<file path="config.mk">
export PLATFORM = sky130hd
export DESIGN_NAME = ulaq_front
export DESIGN_NICKNAME = d
export VERILOG_FILES = /design/src/sv/ulaq_pkg.sv /design/src/sv/ulaq_front.sv
export SDC_FILE = /design/constraint.sdc
export NUM_CORES = 1
export LEC_CHECK = 0
export ABC_AREA = 1
export BUFFER_PORTS_ARGS = -buffer_cell sky130_fd_sc_hd__buf_4
export CORE_AREA = 3 3 40 42
export DETAILED_ROUTE_END_ITERATION = 12
export DIE_AREA = 0 0 43 45
export SYNTH_ARGS = -nofsm -noshare
export SYNTH_HDL_FRONTEND = slang
export SYNTH_SLANG_ARGS = --single-unit
</file>
<file path="constraint.sdc">
create_clock -name vclk -period 0.8
set_input_delay 0.16 -clock vclk [all_inputs]
set_output_delay 0.16 -clock vclk [all_outputs]
set_load 0.005 [all_outputs]
</file>
<file path="src/sv/ulaq_pkg.sv">
// Shared types, codes and constants of the line assembler
`timescale 1ns / 1ps

package ulaq_pkg;

    localparam int LINE_LEN_DEF    = 64;
    localparam int QUEUE_DEPTH_DEF = 8;

    localparam int W_REQ  = 2;
    localparam int W_BYTE = 8;
    localparam int W_KIND = 2;
    localparam int W_LW   = 4;
    localparam int W_TOUT = 16;
    localparam int W_ODATA = 16;

    localparam logic [W_TOUT-1:0] IDLE_TIMEOUT_RST = 16'd30;

    localparam logic [W_BYTE-1:0] CHAR_CR = 8'h0D;
    localparam logic [W_BYTE-1:0] CHAR_LF = 8'h0A;
    localparam logic [W_BYTE-1:0] CHAR_NUL = 8'h00;

    localparam logic [W_REQ-1:0] REQ_BYTE = 2'd0;
    localparam logic [W_REQ-1:0] REQ_TICK = 2'd1;
    localparam logic [W_REQ-1:0] REQ_POP  = 2'd2;

    localparam logic [1:0] OP_BYTE = 2'd0;
    localparam logic [1:0] OP_TICK = 2'd1;
    localparam logic [1:0] OP_POP  = 2'd2;
    localparam logic [1:0] OP_NOP  = 2'd3;

    localparam logic [W_KIND-1:0] KIND_STATUS = 2'd0;
    localparam logic [W_KIND-1:0] KIND_LINE   = 2'd1;
    localparam logic [W_KIND-1:0] KIND_EMPTY  = 2'd2;

    localparam int CMDQ_DEPTH = 2;
    localparam int CMDQ_PW    = $clog2(CMDQ_DEPTH);
    localparam int CMDQ_CW    = $clog2(CMDQ_DEPTH + 1);

    typedef struct packed {
        logic [1:0]        op;
        logic [W_BYTE-1:0] data;
        logic              eol;
        logic              nul;
    } t_cmd;

    typedef struct packed {
        logic [W_KIND-1:0] kind;
        logic [W_BYTE-1:0] out_byte;
        logic              last;
        logic [W_LW-1:0]   lines_waiting;
        logic              has_lines;
        logic              dropping;
    } t_res;

endpackage

</file>
<file path="src/sv/ulaq_front.sv">
// Front end: accept input beats and decode them into commands
`timescale 1ns / 1ps

module ulaq_front (
    input  logic                        i_valid,
    input  logic [ulaq_pkg::W_REQ-1:0]  i_req,
    input  logic [ulaq_pkg::W_BYTE-1:0] i_byte,
    output logic                        o_ready,
    input  logic                        i_q_full,
    output logic                        o_push,
    output ulaq_pkg::t_cmd              o_cmd
);

    assign o_ready = !i_q_full;
    assign o_push  = i_valid && !i_q_full;

    always_comb begin
        o_cmd.data = i_byte;
        o_cmd.eol  = (i_byte == ulaq_pkg::CHAR_CR) || (i_byte == ulaq_pkg::CHAR_LF);
        o_cmd.nul  = (i_byte == ulaq_pkg::CHAR_NUL);
        unique case (i_req)
            ulaq_pkg::REQ_BYTE: o_cmd.op = ulaq_pkg::OP_BYTE;
            ulaq_pkg::REQ_TICK: o_cmd.op = ulaq_pkg::OP_TICK;
            ulaq_pkg::REQ_POP:  o_cmd.op = ulaq_pkg::OP_POP;
            default:            o_cmd.op = ulaq_pkg::OP_NOP;
        endcase
    end

endmodule

</file>
==> impl_metrics.env <==
export IMPL_power_share_sequential_pct=0
export IMPL_fp_row_count=13
export IMPL_hpwlAfterDp_um=360
export IMPL_rsz0062_at_grt="yes"
export IMPL_dp_slack_ns=-0.0529
export IMPL_io_buffers=22
export IMPL_grt_pass1_wl_um=483
export IMPL_mostFrequentLayoutCells="buf_4, nand2_1, nor2_1, buf_6, inv_1"
export IMPL_fin_setup_tns_ns=0
export IMPL_wl_um=388
export IMPL_final_common_cell="buf_4"
export IMPL_syn_to_final_growth_pct=108
export IMPL_hold_path_end="o_cmd[10]"
export IMPL_synth_mux_area_share_pct=0
export IMPL_avgSynthCellArea_um2=5.33
export IMPL_seq_cell_count=0
export IMPL_grtUsageTotal_pct=2.90
export IMPL_critPathArrivalTime_ns=0.64
export IMPL_syn_nets=39
export IMPL_fin_hold_ws_ns=0.320
export IMPL_synth_xor_area_share_pct=0
export IMPL_p_comb_share_pct=100.0
export IMPL_period_minus_slack_ns=0.799
export IMPL_drv_slew=0
export IMPL_synth_compound_area_share_pct=3.48
export IMPL_coreArea_um2=1280
export IMPL_nets=53
export IMPL_grt_overflow=0
export IMPL_via_per_inst=3.43
export IMPL_drtAntennaViolNets=0
export IMPL_antenna_found_initial=0
export IMPL_p_int_mw=0.0846
export IMPL_hold_class="input port to output pin"
export IMPL_syn_inst=27
export IMPL_setup_slack_ns=0.000527
export IMPL_gp_congestion=0.588
export IMPL_ir_drop_uv=133
export IMPL_synth_fa_ha_area_share_pct=0
export IMPL_powerDensity_nw_per_um2=443
export IMPL_setup_violations=0
export IMPL_hold_viol_final=0
export IMPL_grt_pass1_vias=140
export IMPL_max_slew_worst_pin_slew_ns=0.0859
export IMPL_drv_cap=0
export IMPL_pin_count=26
export IMPL_grt_max_degree=5
export IMPL_worstPathRequired_ns=0.64
export IMPL_p_clk_share_pct=0
export IMPL_seq_area_um2=0
export IMPL_start_util_pct=11.2
export IMPL_switchingPower_mw=0.0479
export IMPL_synth_area_um2=144
export IMPL_hp_start="i_req[0]"
export IMPL_fin_crit_sh_pct=99.9
export IMPL_place_inst=54
export IMPL_synth_cell_types=9
export IMPL_final_cells=54
export IMPL_drc=0
export IMPL_die_area_um2=1940
export IMPL_drtIter0Drc=0
export IMPL_power_mw=0.133
export IMPL_critPathMaxFanout=4
export IMPL_wire_per_inst_um=7.19
export IMPL_synth_top_family_by_area="buffers and inverters"
export IMPL_nClkBuffers=0
export IMPL_outcome="finished, final reports clean"
export IMPL_worst_setup_path_type="input port to output pin"
export IMPL_switching_share_pct=36.2
export IMPL_n_fill_cell=142
export IMPL_fp_dieH_um=45
export IMPL_crit_path_start_kind="input port"
export IMPL_vias=185
export IMPL_diodes=0
export IMPL_die_w_um=43
export IMPL_hold_path_depth=0
export IMPL_cp_end_kind="output pin"
export IMPL_relSlewSlack_pct=94.3
export IMPL_drive_gt1_share_pct=69.2
export IMPL_seq_area_frac_synth_pct=0
export IMPL_synth_simple_gate_area_share_pct=41.7
export IMPL_yosysWarnings=0
export IMPL_drtPass1Iterations=1
export IMPL_power_leakage_nw=0.157
export IMPL_fmax_mhz=1250
==> stage by stage <==
step,util (%),area [µm²]
after global placement,20.3,260
after detailed placement,20.3,260
after CTS,22.5,289
after floorplan,-,144
after global routing,23.3,299
final,23.3,299
==> area by class of cell <==
type               count  area, µm²  area share (%)
inverters              3       11.3            3.77
multi-input cells     14       81.3            27.2
well taps             15       18.8            6.28
repair buffers        22        188            62.8
==> how the worst max path moves through the flow <==
stage | startpoint | endpoint
floorplan | i_byte[5] | o_cmd[1]
global placement | i_byte[5] | o_cmd[1]
detailed placement | i_byte[5] | o_cmd[1]
CTS | i_byte[2] | o_cmd[1]
global route | i_byte[0] | o_cmd[1]
finish | i_byte[0] | o_cmd[1]
==> synthesized netlist by cell type (all sizes together) <==
| cell | count | share of area (%) |
|---|---|---|
| clkbuf | 2 | 5.2 |
| buf | 8 | 42 |
| inv | 3 | 7.8 |
| nand3 | 1 | 3.5 |
| o21ai | 1 | 3.5 |
| nor2 | 7 | 25 |
| nand2 | 5 | 13 |
==> power groups by stage <==
stage	Combinational [mW]	Clock, mW	Sequential (mW)
3_5_place_dp	0.116	0	0
6_report	0.133	0	0
4_1_cts	0.130	0	0
5_1_grt	0.142	0	0
3_3_place_gp	0.115	0	0
2_1_floorplan	0.0568	0	0
==> timing repair <==
action | 4_1_cts | 5_1_grt
gates resized for setup | 7 | 3
hold buffers | 0 | 0
setup buffers | 0 | 0
pin swaps | 11 | 2
endpoints found under the setup margin | 2 | 2
gates cloned | 0 | 0
==> critical path: stages <==
cell     delay (ns)
buf_8          0.10
o21ai_2        0.11
nand2_1        0.07
nor2_2         0.09
buf_4          0.11
==> per-layer routing <==
layer / vias to the layer above / GRT usage [%] / wire length, µm / part of all wire [%]
li1: 94 / - / - / -
met1: 78 / 2.14 / 92 / 24
met2: 13 / 6.59 / 202 / 52
met3: 0 / 1.20 / 93 / 24
met4: 0 / 0.602 / 0 / 0
met5: - / 0 / 0 / 0
==> logic make-up after synthesis <==
| kind of cell | after synthesis |
|---|---|
| AND/OR/NAND/NOR | 13 |
| buffers and inverters | 13 |
| AO/OA/AOI/OAI | 1 |
Note: power is estimated with default switching activity, not from simulation.
