**src/sv/ulaq_pkg.sv**
```systemverilog
// Shared types, codes and constants of the line assembler
`timescale 1ns / 1ps

package ulaq_pkg;

    localparam int LINE_LEN_DEF    = 64;
    localparam int QUEUE_DEPTH_DEF = 8;

    localparam int W_REQ  = 2;
    localparam int W_BYTE = 8;
    localparam int W_KIND = 2;
    localparam int W_LW   = 4;
    localparam int W_TOUT = 16;
    localparam int W_ODATA = 16;

    localparam logic [W_TOUT-1:0] IDLE_TIMEOUT_RST = 16'd30;

    localparam logic [W_BYTE-1:0] CHAR_CR = 8'h0D;
    localparam logic [W_BYTE-1:0] CHAR_LF = 8'h0A;
    localparam logic [W_BYTE-1:0] CHAR_NUL = 8'h00;

    localparam logic [W_REQ-1:0] REQ_BYTE = 2'd0;
    localparam logic [W_REQ-1:0] REQ_TICK = 2'd1;
    localparam logic [W_REQ-1:0] REQ_POP  = 2'd2;

    localparam logic [1:0] OP_BYTE = 2'd0;
    localparam logic [1:0] OP_TICK = 2'd1;
    localparam logic [1:0] OP_POP  = 2'd2;
    localparam logic [1:0] OP_NOP  = 2'd3;

    localparam logic [W_KIND-1:0] KIND_STATUS = 2'd0;
    localparam logic [W_KIND-1:0] KIND_LINE   = 2'd1;
    localparam logic [W_KIND-1:0] KIND_EMPTY  = 2'd2;

    localparam int CMDQ_DEPTH = 2;
    localparam int CMDQ_PW    = $clog2(CMDQ_DEPTH);
    localparam int CMDQ_CW    = $clog2(CMDQ_DEPTH + 1);

    typedef struct packed {
        logic [1:0]        op;
        logic [W_BYTE-1:0] data;
        logic              eol;
        logic              nul;
    } t_cmd;

    typedef struct packed {
        logic [W_KIND-1:0] kind;
        logic [W_BYTE-1:0] out_byte;
        logic              last;
        logic [W_LW-1:0]   lines_waiting;
        logic              has_lines;
        logic              dropping;
    } t_res;

endpackage

```
**src/sv/ulaq_fifo.sv**
```systemverilog
// Short command queue between front and back end
`timescale 1ns / 1ps

module ulaq_fifo (
    input  logic           i_clk,
    input  logic           i_rst_n,
    input  logic           i_push,
    input  ulaq_pkg::t_cmd i_data,
    output logic           o_full,
    output logic           o_valid,
    output ulaq_pkg::t_cmd o_data,
    input  logic           i_pop
);

    localparam logic [ulaq_pkg::CMDQ_PW-1:0] PTR_MAX = ulaq_pkg::CMDQ_PW'(ulaq_pkg::CMDQ_DEPTH - 1);
    localparam logic [ulaq_pkg::CMDQ_CW-1:0] CNT_MAX = ulaq_pkg::CMDQ_CW'(ulaq_pkg::CMDQ_DEPTH);

    ulaq_pkg::t_cmd                r_data [ulaq_pkg::CMDQ_DEPTH];
    logic [ulaq_pkg::CMDQ_PW-1:0]  r_wptr, r_rptr;
    logic [ulaq_pkg::CMDQ_CW-1:0]  r_count;
    logic                          push, pop;

    assign o_full  = (r_count == CNT_MAX);
    assign o_valid = (r_count != '0);
    assign o_data  = r_data[r_rptr];
    assign push    = i_push && !o_full;
    assign pop     = i_pop && o_valid;

    always_ff @(posedge i_clk) begin
        if (!i_rst_n) begin
            r_wptr  <= '0;
            r_rptr  <= '0;
            r_count <= '0;
        end else begin
            if (push) begin
                r_wptr <= (r_wptr == PTR_MAX) ? '0 : r_wptr + 1'b1;
            end
            if (pop) begin
                r_rptr <= (r_rptr == PTR_MAX) ? '0 : r_rptr + 1'b1;
            end
            if (push && !pop) begin
                r_count <= r_count + 1'b1;
            end else if (pop && !push) begin
                r_count <= r_count - 1'b1;
            end
        end
    end

    always_ff @(posedge i_clk) begin
        if (push) begin
            r_data[r_wptr] <= i_data;
        end
    end

endmodule

```
**config.mk**
```make
export PLATFORM = sky130hd
export DESIGN_NAME = ulaq_fifo
export DESIGN_NICKNAME = d
export VERILOG_FILES = /design/src/sv/ulaq_pkg.sv /design/src/sv/ulaq_fifo.sv
export SDC_FILE = /design/constraint.sdc
export NUM_CORES = 1
export LEC_CHECK = 0
export ABC_AREA = 0
export BUFFER_PORTS_ARGS = -buffer_cell sky130_fd_sc_hd__buf_2
export CORE_MARGIN = 2
export CORE_UTILIZATION = 34
export DETAILED_ROUTE_END_ITERATION = 7
export PLACE_DENSITY = 0.56
export SLEW_MARGIN = 5
export SYNTH_ARGS = -nofsm -noshare
export SYNTH_HDL_FRONTEND = slang
export SYNTH_SLANG_ARGS = --single-unit
```
**constraint.sdc**
```tcl
create_clock -name i_clk -period 2.95 [get_ports i_clk]
set_input_delay 0.59 -clock i_clk [delete_from_list [all_inputs] [get_ports i_clk]]
set_output_delay 0.59 -clock i_clk [all_outputs]
set_load 0.005 [all_outputs]
```
==> summary.md, run 1 <==
| Metric | Value |
|---|---|
| Share of layout cells above drive strength 1 | `a little over half` |
| Final Skew | `around 0.01 ns` |
| Syn Nets | `roughly 80` |
| Worst-path cell chain | `mux2_2, buf_2` |
| Clk buf depth | `2` |
| Vias | `between 600 and 700` |
| Worst hold slack | `between 0.4 and 0.5 ns` |
| Avg WL per Cell | `12.5 µm` |
| Slew headroom | `approximately three fifths` |
| GRT Util Overall | `10.8%` |
| Area growth, synth to finish | `27.8%` |
| Post-synth top area share | `approximately 66%` |
| Flops & latches, synth | `29` |
| Hold Violations, Final | `0` |
| Startpoint Class | `flop` |
| Worst-path clk slew | `~0.090 ns` |
| Initial antenna violation count | `0` |
| Placed insts | `between 100 and 150` |
| Sequential fraction of the synthesis area | `about three quarters` |
| Nets@finish | `115` |
| Synth Instances | `62` |
| Largest area contributor in the netlist | `edfxtp_1` |
| Max-cap viol count | `0` |
| Final core utilization | `45.9%` |
| Final setup vio count | `0` |
| Die height | `around 61 µm` |
| Vias/cell | `4.30` |
| Non-Filler Instances | `roughly 140` |
| YS warnings | `0` |
| CTS buffer count | `5` |
| Crit-path max cell delay | `roughly 0.68 ns` |
| Post_cts resized | `0` |
| Crit path required time | `2.36 ns` |
| First drt pass iteration count | `4` |
| Most frequent cells in the layout | `29 x buf_2, 24 x edfxtp_1, 12 x mux2_2, 5 x dfxtp_1, 5 x clkbuf_4` |
| Initial Util | `around 36%` |
| Worst skew pair latency | `0.32 ns` |
| Max FO, Critical Path | `12` |
| First-pass GRT wire length | `2650 µm` |
| Diode count | `0` |
| Root buffer cell | `clkbuf_4` |
| Post-synth cell types | `21` |
| Core Region | `around 3100 µm²` |
| Top cells by area, synth | `edfxtp_1 66%, mux2_2 12%, dfxtp_1 9.1%` |
| Synthesized area per cell | `between 15 and 20 µm²` |
| Worst slew pin tran | `between 0.5 and 0.6 ns` |
| H-tree Lvls | `2` |
| Commonest non-fill, non-tap cell in the layout | `buf_2` |
| Arrival time at the worst endpoint | `1.53 ns` |
| Fin crit period | `roughly 2.1 ns` |
| Total congestion overflow | `0` |
| Worst setup margin | `0.829 ns` |
| Status | `finished, final reports clean` |
| CTS sink cnt | `29` |
| Power per cell area | `~900 nW/µm²` |
| RePlAce Congestion | `approximately 0.63` |
| Worst setup EP type | `output pin` |
| 1st-iter DRT viols | `11` |
| Largest net degree at the start of global routing | `13` |
| Placement Setup Slack | `between 1 and 1.5 ns` |
| FMAX | `around 0.47 GHz` |
| Critical path type | `flop to output pin` |
| Post-CTS setup buffers | `0` |
| Reg2reg path depth | `6` |
| Slew Limit Fails | `0` |
| Port bufs | `29` |
| Mapped cell area | `~1100 µm²` |
| Full die area | `roughly 3700 µm²` |
| CTS tree | `yes` |
| Hold path cells | `1` |
| DIE WIDTH | `60.8 µm` |
| Sum Neg Setup Slack | `0 ns` |
| Hold Path Class | `primary input to flop` |
| Drt drc | `0` |
| IO Pins | `30` |
| Final period util | `between 70% and 80%` |
| Max rail drop VDD | `331 µV` |
| Routed WL | `between 1500 and 2000 µm` |
| Detailed Place HPWL | `about 1300 µm` |
| # hold bufs at CTS | `0` |
| DRT antenna net count | `0` |
| Site Rows | `20` |
| P_leak | `0.549 nW` |
| Vias in the first global route | `approximately 600` |
| CP max stage cell | `dfxtp_1` |
| Unrepaired setup endpoints after global routing | `false` |
[kinds of logic after synthesis]
| family | Yosys count | synth area share [%] |
|---|---|---|
| flops | 29 | 74.8 |
| simple gates | 9 | 5.25 |
| xor+xnor | 3 | 2.39 |
| buf+inv | 3 | 1.14 |
| fa+ha+maj | 1 | 1.14 |
| compound gates | 5 | 2.96 |
| mux | 12 | 12.3 |
[area by class of cell]
cell class / instances / area [µm²]
well taps: 44 / 55.1
flip-flops and latches: 29 / 821
fillers: 302 / 1650
repair buffers: 30 / 153
clock inverters: 3 / 65.1
clock buffers: 5 / 37.5
multi-input cells: 30 / 264
inverters: 2 / 7.51
[flip-flops by register name (all words and copies together) (netlist names), named ones only]
signal   flops
r_count      2
r_data      24
r_rptr       1
r_wptr       1
[layer usage]
layer	share of wire, %	GRT usage, %	wire length [µm]
met3	9.6	6.61	171
met5	0	0	0
met1	42	12.3	746
met4	2.0	6.52	35
met2	47	15.4	830
[synthesized netlist by cell type]
cell type	n
a21boi_0	1
a21boi_1	1
and2_1	3
and3_1	1
buf_2	1
dfxtp_1	5
edfxtp_1	24
ha_1	1
inv_1	1
inv_2	1
mux2_2	12
nand2b_1	1
nor2_1	1
nor3_2	1
o21a_1	1
o21ai_0	1
o21ai_1	1
or2_2	1
or3_1	1
xnor2_1	2
xor2_1	1
[power by group]
group          switching [W]  leakage, nW  internal [W]
logic               0.000121        0.228      0.000166
clock network       0.000134       0.0552      0.000262
registers          0.0000504        0.265      0.000520
[final timing paths]
path,end,start,slack [ns]
worst min register to register,r_count[1],r_count[1],0.55
worst max-delay path,o_data[3],flop,0.83
worst max register to register,r_count[1],r_count[0],1.36
worst min-delay path,r_data[0][1],i_data[1],0.45
[per-stage QoR]
step,instance area (µm²),power (W)
after floorplan,1100,0.000756
after global placement,1300,0.000865
after detailed placement,1300,0.000874
after CTS,1400,0.00128
after global routing,1400,0.00132
final,1400,0.00125
[worst max-delay path: cells and delay by family (launching register included)]
kind / cells / cell delay, ns
buffers and inverters: 1 / 0.13
DFF: 1 / 0.68
muxes: 1 / 0.40
No activity file was read; power rests on OpenSTA's default activity.
==> run 2: changes to the inputs <==
Settings changed: ABC_AREA 0 to 1, PLACE_DENSITY 0.56 to 0.55.
Clock period 2.95 ns to 2.2 ns, I/O delays scaled along.
==> summary.md, run 2 <==
| Metric | Value |
|---|---|
| Arrival time at the worst endpoint | `1.47 ns (-0.06 ns)` |
| Worst-path clk slew | `0.09 ns (about the same)` |
| Syn Nets | `91 (+15%)` |
| XOR/XNOR Fraction of Synth Area | `0% (-2.4 points)` |
| Worst Hold End | `r_data[0][9]` |
| CTS sink cnt | `29 (unchanged)` |
| Commonest non-fill, non-tap cell in the layout | `buf_2` |
| Full die area | `3870 µm² (+4.7%)` |
| Fin crit period | `1.91 ns` |
| Sum Neg Setup Slack | `0 ns (unchanged)` |
| Worst setup EP type | `output pin` |
| First-pass GRT wire length | `3020 µm (+14%)` |
| Worst Min Path Start | `i_data[9]` |
| Diode count | `0 (unchanged)` |
| Critical path type | `flop to output pin` |
| First drt pass iteration count | `4 (unchanged)` |
| Die height | `62.2 µm (+2.3%)` |
| Clk buf depth | `2 (unchanged)` |
| Synthesized area per cell | `15.6 µm² (-12%)` |
| Mapped cell area | `1150 µm² (+5.0%)` |
| Sequential fraction of the synthesis area | `71.2% (-3.6 points)` |
| Vias in the first global route | `685 (+14%)` |
| Worst slew pin tran | `0.456 ns (-0.130 ns)` |
| Power per cell area | `1040 nW/µm² (+16%)` |
| Status | `finished, final reports clean` |
| Routed WL | `1800 µm (+1.2%)` |
| Vias | `671 (+9.1%)` |
| Largest family of logic cells by synthesized area | `multiplexers` |
| Largest area contributor in the netlist | `edfxtp_1` |
| R2R setup slack | `0.71 ns (-0.65 ns)` |
| Final setup vio count | `0 (unchanged)` |
| Nets@finish | `129 (+12%)` |
| Final period util | `between 80% and 90%` |
| Non-Filler Instances | `159 (+11%)` |
| Synth cell count leaders | `24 x edfxtp_1, 10 x mux2_4, 9 x nor2_1` |
| Reg2reg path depth | `3 (-3)` |
| Placed insts | `151 (+12%)` |
| Avg WL per Cell | `11.3 µm (-9.0%)` |
| Largest net degree at the start of global routing | `13 (unchanged)` |
| Final core utilization | `43.1% (-2.9 points)` |
| Initial Util | `35.1% (-0.86 points)` |
| Hold path cells | `1 (unchanged)` |
| Post_cts resized | `0 (unchanged)` |
| Adder-cell area share of the yosys netlist | `1.09% (-0.054 points)` |
| Top cells by area, synth | `edfxtp_1 63%, mux2_4 13%, dfxtp_1 8.7%` |
| CTS buffer count | `5 (unchanged)` |
| Post-synth top area share | `62.5% (-3.1 points)` |
| Max FO, Critical Path | `8 (-4)` |
| Synth Instances | `74 (+19%)` |
| Slew headroom | `69.5% (+8.6 points)` |
| Largest Register | `r_data` |
| Post-synth cell types | `18 (-14%)` |
| CTS tree | `yes` |
| Top-count cell post-synth | `edfxtp_1` |
| Detailed Place HPWL | `1320 µm (+5.1%)` |
| RePlAce Congestion | `0.651 (+3.6%)` |
| Port bufs | `29 (unchanged)` |
| Worst skew pair latency | `0.32 ns (about the same)` |
| GRT Util Overall | `10.6% (-0.22 points)` |
| Most frequent cells in the layout | `29 x buf_2, 24 x edfxtp_1, 10 x mux2_4, 9 x nor2_1, 6 x nand2_1` |
| IO Pins | `30 (unchanged)` |
| Drt drc | `0 (unchanged)` |
| Flops & latches, synth | `29 (unchanged)` |
| Initial antenna violation count | `0 (unchanged)` |
| Post-Synth Simple-Gate Area | `6.41% (+1.2 points)` |
| Slew Limit Fails | `0 (unchanged)` |
| Unrepaired setup endpoints after global routing | `false` |
| Worst hold slack | `0.313 ns (-0.134 ns)` |
| YS warnings | `0 (unchanged)` |
| H-tree Lvls | `2 (unchanged)` |
| Crit path required time | `1.76 ns (-0.60 ns)` |
| Ys async rst share | `0% (unchanged)` |
| Hold Path Class | `primary input to flop` |
| Area fraction in compound gates after synthesis | `2.71% (-0.25 points)` |
| Total congestion overflow | `0 (unchanged)` |
| Max-cap viol count | `0 (unchanged)` |
| Fillers | `302 (unchanged)` |
| DIE WIDTH | `62.2 µm (+2.3%)` |
| Top_reg_cell synth | `edfxtp_1` |
| P_leak | `0.589 nW (+7.4%)` |
| Registers with the most flip-flops | `r_data (24), r_count (2)` |
| Max rail drop VDD | `429 µV (+30%)` |
| Vias/cell | `4.22 (-1.9%)` |
| Share of layout cells above drive strength 1 | `47.8% (-5.7 points)` |
| Site Rows | `21 (+5.0%)` |
| Final Skew | `0.00523 ns (-0.00482 ns)` |
| FMAX | `between 0.5 and 0.6 GHz` |
| Max FFs per register | `24 (unchanged)` |
| Core Region | `3280 µm² (+7.6%)` |
| Worst r2r src | `r_count[0]` |
| Area growth, synth to finish | `22.8%` |
| Capturing point of the worst reg2reg path | `r_data[0][3]` |
| Startpoint Class | `flop` |
| Root buffer cell | `clkbuf_4` |
| Multi-input combinational cell area | `290 µm² (+10%)` |
| Hold Violations, Final | `0 (unchanged)` |
| Post-synthesis mux area share | `15.0% (+2.7 points)` |
| # hold bufs at CTS | `0 (unchanged)` |
| Post-synth EDFFs | `24 (unchanged)` |
| Seq. cell area | `821 µm² (unchanged)` |
| Post-CTS setup buffers | `0 (unchanged)` |
| DRT antenna net count | `0 (unchanged)` |
| 1st-iter DRT viols | `22 (+11)` |
run 2: cell count changes after synthesis, sizes merged, moves of 2 or more:
cell and change:
a21boi -2, and2 -3, inv +6, nand2 +7, nor2 +8, xnor2 -2
run 2: worst max-delay path, cell delays in order (launching register included):
cell,delay [ns]
dfxtp_1,0.46
buf_4,0.25
mux2_4,0.32
buf_2,0.13
run 2: per-stage QoR:
step / worst slack [ns] / cell area (µm²) / total power [W]
floorplan: 0.773 / 1150 / 0.00105
global placement: 0.644 / 1370 / 0.00119
detailed placement: 0.611 / 1370 / 0.00120
CTS: 0.257 / 1420 / 0.00150
global route: 0.210 / 1420 / 0.00157
finish: 0.295 / 1420 / 0.00147
run 2: how the worst max path moves through the flow:
stage | endpoint | startpoint | slack, ns
global route | o_data[3] | flop | 0.21
CTS | o_data[3] | flop | 0.26
finish | o_data[3] | flop | 0.29
global placement | o_data[3] | flop | 0.64
floorplan | r_data[1][0] | i_push | 0.77
detailed placement | o_data[3] | flop | 0.61
run 2: power breakdown:
part	internal [W]	switching, W
clock	0.000123	0.000163
sequential	0.000698	0.0000493
combinational	0.000228	0.000207
total	0.00105	0.000420
run 2: cell families (layout without fill, tap and decap cells):
group                    after synthesis  in the layout
buffers and inverters                  9             48
multiplexers                          12             12
flip-flops                            29             29
AO/OA/AOI/OAI                          5              5
adder cells (fa/ha/maj)                1              1
AND/OR/NAND/NOR                       18             18
run 2: layout make-up:
| class | count | share of cell area (%) |
|---|---|---|
| clock buffers | 7 | 3.18 |
| flip-flops and latches | 29 | 58.0 |
| multi-input cells | 36 | 20.5 |
| inverters | 8 | 2.12 |
| well taps | 46 | 4.07 |
| repair buffers | 32 | 11.8 |
| clock inverters | 1 | 0.265 |
run 2: layer usage:
metal,GRT usage (%),up-vias,wire (µm)
li1,-,338,-
met1,11.0,307,792
met4,5.00,0,19
met5,0,-,0
met3,5.80,2,144
met2,17.4,24,848
